`config.mk`:
```
export PLATFORM = sky130hd
export DESIGN_NAME = swkv_cell
export DESIGN_NICKNAME = d
export VERILOG_FILES = /design/src/rtl/swkv_pkg.sv /design/src/rtl/swkv_cell.sv
export SDC_FILE = /design/constraint.sdc
export NUM_CORES = 1
export LEC_CHECK = 0
export BUFFER_PORTS_ARGS = -buffer_cell sky130_fd_sc_hd__buf_2
export CAP_MARGIN = 20
export CORE_AREA = 2 2 180 182
export CTS_CLUSTER_DIAMETER = 150
export CTS_CLUSTER_SIZE = 28
export DETAILED_ROUTE_END_ITERATION = 6
export DIE_AREA = 0 0 182 184
export PLACE_DENSITY_LB_ADDON = 0.15
export SLEW_MARGIN = 20
export SYNTH_ARGS = -nofsm -noshare
export SYNTH_HDL_FRONTEND = slang
export SYNTH_SLANG_ARGS = --single-unit
```
`constraint.sdc`:
```
create_clock -name clk -period 6.2 [get_ports clk]
set_clock_uncertainty 0.2 [all_clocks]
set_input_delay 0.62 -clock clk [delete_from_list [all_inputs] [get_ports clk]]
set_output_delay 0.62 -clock clk [all_outputs]
set_load 0.03 [all_outputs]
```
`src/rtl/swkv_pkg.sv`:
```
// ----------------------------------------------------------------------------
// swkv_pkg
// Shared constants and types for the sliding-window KV evictor.
// ----------------------------------------------------------------------------
`default_nettype none

package swkv_pkg;

    localparam int QUEUE_DEPTH = 32;

    localparam logic [1:0] KIND_EVICT = 2'd0;
    localparam logic [1:0] KIND_DONE  = 2'd1;
    localparam logic [1:0] KIND_FULL  = 2'd2;

    // one age-queue entry held by a cell
    typedef struct packed {
        logic        valid;
        logic        latest;   // entry still matches the record of its id
        logic [63:0] id;
        logic [31:0] pos;
        logic [31:0] bytes;
    } swkv_entry_t;

    // broadcast control from the sequencer to every cell
    typedef struct packed {
        logic        clear;
        logic        append;
        logic        shift;
        logic        pop_evict;
        logic [63:0] front_id;
        logic [63:0] upd_id;
        logic [31:0] upd_pos;
        logic [31:0] upd_bytes;
    } swkv_ctl_t;

endpackage

`default_nettype wire

```
`src/rtl/swkv_cell.sv`:
```
// ----------------------------------------------------------------------------
// swkv_cell
// One slot of the age queue; shifts toward the front on a pop.
// ----------------------------------------------------------------------------
`default_nettype none

module swkv_cell (
    input  wire logic                 clk,
    input  wire logic                 rst_n,
    input  wire swkv_pkg::swkv_ctl_t  ctl,
    input  wire logic                 prev_valid,
    input  wire swkv_pkg::swkv_entry_t nxt,
    output swkv_pkg::swkv_entry_t      ent
);
    import swkv_pkg::*;

    swkv_entry_t ent_reg;
    swkv_entry_t ent_next;

    always_comb
    begin
        ent_next = ent_reg;
        if (ctl.clear)
        begin
            ent_next.valid = 1'b0;
        end
        else if (ctl.append)
        begin
            if (ent_reg.valid && ent_reg.id == ctl.upd_id)
            begin
                // record for this id now holds the new position
                ent_next.latest = (ent_reg.pos == ctl.upd_pos);
            end
            else if (!ent_reg.valid && prev_valid)
            begin
                ent_next.valid  = 1'b1;
                ent_next.latest = 1'b1;
                ent_next.id     = ctl.upd_id;
                ent_next.pos    = ctl.upd_pos;
                ent_next.bytes  = ctl.upd_bytes;
            end
        end
        else if (ctl.shift)
        begin
            ent_next = nxt;
            // evicting the front drops its id record
            if (ctl.pop_evict && nxt.id == ctl.front_id)
            begin
                ent_next.latest = 1'b0;
            end
        end
    end

    always_ff @(posedge clk or negedge rst_n)
    begin
        if (!rst_n)
        begin
            ent_reg <= '0;
        end
        else
        begin
            ent_reg <= ent_next;
        end
    end

    assign ent = ent_reg;

endmodule

`default_nettype wire

```
==> metrics.md <==
| Metric | Value |
|---|---|
| CTS Buf Count | 17 |
| Clock Path Buffers | 2 |
| Prevailing post-synth register cell | dfrtp_1 |
| Max frequency | 377 MHz |
| WP data required | 6.34 ns |
| CP Class | reg2reg |
| CTS Hold Bufs | 0 |
| Netlist cell types | 37 |
| Vias per inst | 4.57 |
| Switching power | 1.36 mW |
| Clock tree root buffer cell | clkbuf_16 |
| GRT Resource Usage Total | 0.193 |
| Run status | finished clean |
| Period utilisation layout | 0.428 |
| Cell area power density | 312 mW/mm² |
| Fraction of layout cells with a size suffix above 1 | 0.391 |
| GPL Wtd Cong | 0.865 |
| Area growth syn-to-layout | 42.7% |
| Final min period | 2.65 ns |
| Share of the synthesized area in the top cell type | 0.415 |
| CTS clk-pin slew, worst paths | 0.07 ns |
| # fillers | 3351 |
| Avg Cell Area, Syn | 9.44 µm² |
| Resized cells post-CTS | 0 |
| Die footprint | 0.0335 mm² |
| Later-pin clock latency in the skew report | 0.42 ns |
| Worst-Margin Slew | 0.970 ns |
| Clock sinks | 130 |
| CP max stage delay | 0.57 ns |
| Lkg Pwr | 5.38 nW |
| Die Y | 184 µm |
| Worst R2R Path Depth | 7 |
| Bufs and invs on worst path | 0 |
| Vias in the first global route | 7525 |
| DR vias | 7695 |
| #FFs+latches synth | 130 |
| Global-route wire length before repair | 47.5 mm |
| Internal power | 2.12 mW |
| # nets final | 1598 |
| Yosys warning total | 0 |
| RSZ-0062 raised after global routing | no |
| Reg2reg start | ent[97] |
| Routed WL | 33.1 mm |
| CP max FO | 3 |
| Synth Instances | 830 |
| Most frequent cells in the layout | buf_2, nor2_1, a21oi_1, dfrtp_1, mux2i_1 |
| Row count | 65 |
| Number of stages on the worst setup path | 7 |
| Largest net degree at the start of global routing | 118 |
| Worst Setup Start Kind | register |
| Largest register FFs | 130 |
| Worst-path cell chain | xor2_1 > nor4_1 > nand4_1 > nor4_2 > a21oi_1 > or3_1 > o21ai_1 |
| Seq/Total Area, Yosys | 0.415 |
| Avg WL per Cell | 19.6 µm |
| Sw frac | 0.391 |
| DRT iter0 DRCs | 422 |
| CP max stage cell | nor4_1 |
| Drt pass-1 iters | 5 |
| Setup Fix Bufs, Post-CTS | 0 |
| I/O Buffers | 458 |
| Crit end category | register |
| Register area | 0.00325 mm² |
| Die width | 182 µm |
| Leading area contributor after synthesis | dfrtp_1 |
| Detailed-placement wirelength estimate | 26.6 mm |
| H-tree levels | 4 |
| Final Instance Count excl. Fillers | 1685 |
| DR WL met3 | 1.66 mm |
| Top routing layer used | met4 |
| Core area | 0.0314 mm² |
| CP delay by family, top | simple AND/OR/NAND/NOR gates |
| Most common cell after layout, fill and taps aside | buf_2 |
| Area of the multi-input gates | 0.00428 mm² |
| Placed Cells | 1652 |
| Final setup fails | 0 |
| Tot Pwr | 3.49 mW |
| Post-synth ARST share | 1.00 |
| Syn nets | 1159 |
| Synthesized cell area | 0.00784 mm² |
| Wl on met1 | 14.8 mm |
| Setup crit end | ent[128] |
| Logic pwr share | 0.345 |
| Max-Cap Viols | 0 |
| Final Hold Viols | 0 |
| Setup TNS | 0 ns |
| Worst VDD drop | 0.157 mV |
| Antenna Nets Post-Route | 0 |
| Synth area leaders | dfrtp_1, mux2i_1, xnor2_1, a21oi_1, nor2_1 |
| Final Max Tran Viols | 0 |
| Slew margin rel. | 0.353 |
| DRC errors left | 0 |
| CP arrival | 2.80 ns |
| Clock power frac | 0.325 |
| Met2 wire length | 16.3 mm |
| Initial antenna violation count | 1 |
| Critical Path Source | ent[97] |
| Worst Hold Class | in2async |
| CTS tree | yes |
| EDFF count, synth | 0 |
| Worst R2R End | ent[128] |
| Reg2reg setup slack | 3.55 ns |
| Initial Utilization | 0.250 |
| Overflow after GRT | 0 |
| # IOs | 459 |
| Sequential share of power | 0.331 |
[cell usage after synthesis, types with 8 or more instances]
| library cell | n |
|---|---|
| nor4_1 | 14 |
| dfrtp_1 | 130 |
| clkbuf_1 | 41 |
| nand4_1 | 26 |
| o2bb2ai_1 | 8 |
| mux2i_1 | 128 |
| xor2_1 | 30 |
| a21oi_1 | 131 |
| o22ai_1 | 11 |
| nor2_1 | 131 |
| xnor2_1 | 91 |
| nor2b_1 | 16 |
| inv_1 | 37 |
[worst reg2reg max path, stage by stage, from the launching register on]
cell     delay (ns)
dfrtp_1        0.40
xor2_1         0.16
nor4_1         0.57
nand4_1        0.21
nor4_2         0.36
a21oi_1        0.15
or3_1          0.39
o21ai_1        0.13
[logic make-up after synthesis]
logic type,synth area share
AOI/OAI and AO/OA,0.126
xor gates and xnor gates,0.135
buffers and inverters,0.0402
DFF,0.415
muxes,0.164
and+or+nand+nor,0.120
[area by class of cell]
class,instances,share of cell area
clock inverters,15,0.0197
multi-input cells,620,0.383
clock buffers,17,0.0381
well taps,402,0.0450
diodes,1,0.000224
inverters,37,0.0124
repair buffers,463,0.211
flip-flops and latches,130,0.291
[how the worst min path moves through the flow]
stage               startpoint       end  slack [ns]
floorplan                rst_n    ent[0]        0.12
global placement       ent[14]   ent[14]        0.30
detailed placement      ent[0]    ent[0]        0.32
CTS                      rst_n  ent[105]        0.04
global route             rst_n  ent[105]        0.06
finish                   rst_n  ent[105]       0.005
[per-stage QoR]
stage	utilization	area (µm²)	setup WS, ns	hold WS [ns]
after detailed placement	0.335	10500	3.17	0.316
after global routing	0.356	11200	3.37	0.0558
after global placement	0.335	10500	3.20	0.305
after floorplan	-	7840	3.82	0.124
final	0.356	11200	3.55	0.00548
after CTS	0.356	11200	3.49	0.0447
[power by group through the flow]
stage | Sequential (mW) | Combinational (mW) | Clock, mW
after floorplan | 1.48 | 0.396 | 0
after global placement | 1.17 | 1.21 | 0
after detailed placement | 1.17 | 1.22 | 0
after CTS | 1.15 | 1.22 | 1.18
after global routing | 1.18 | 1.30 | 1.21
final | 1.15 | 1.20 | 1.13
[layer usage]
| metal | track usage | up-vias |
|---|---|---|
| met5 | 0 | - |
| met4 | 0.0419 | 0 |
| met3 | 0.0416 | 16 |
| met2 | 0.323 | 259 |
| met1 | 0.254 | 3630 |
| li1 | - | 3790 |
Power figures use the tool's default switching activity.
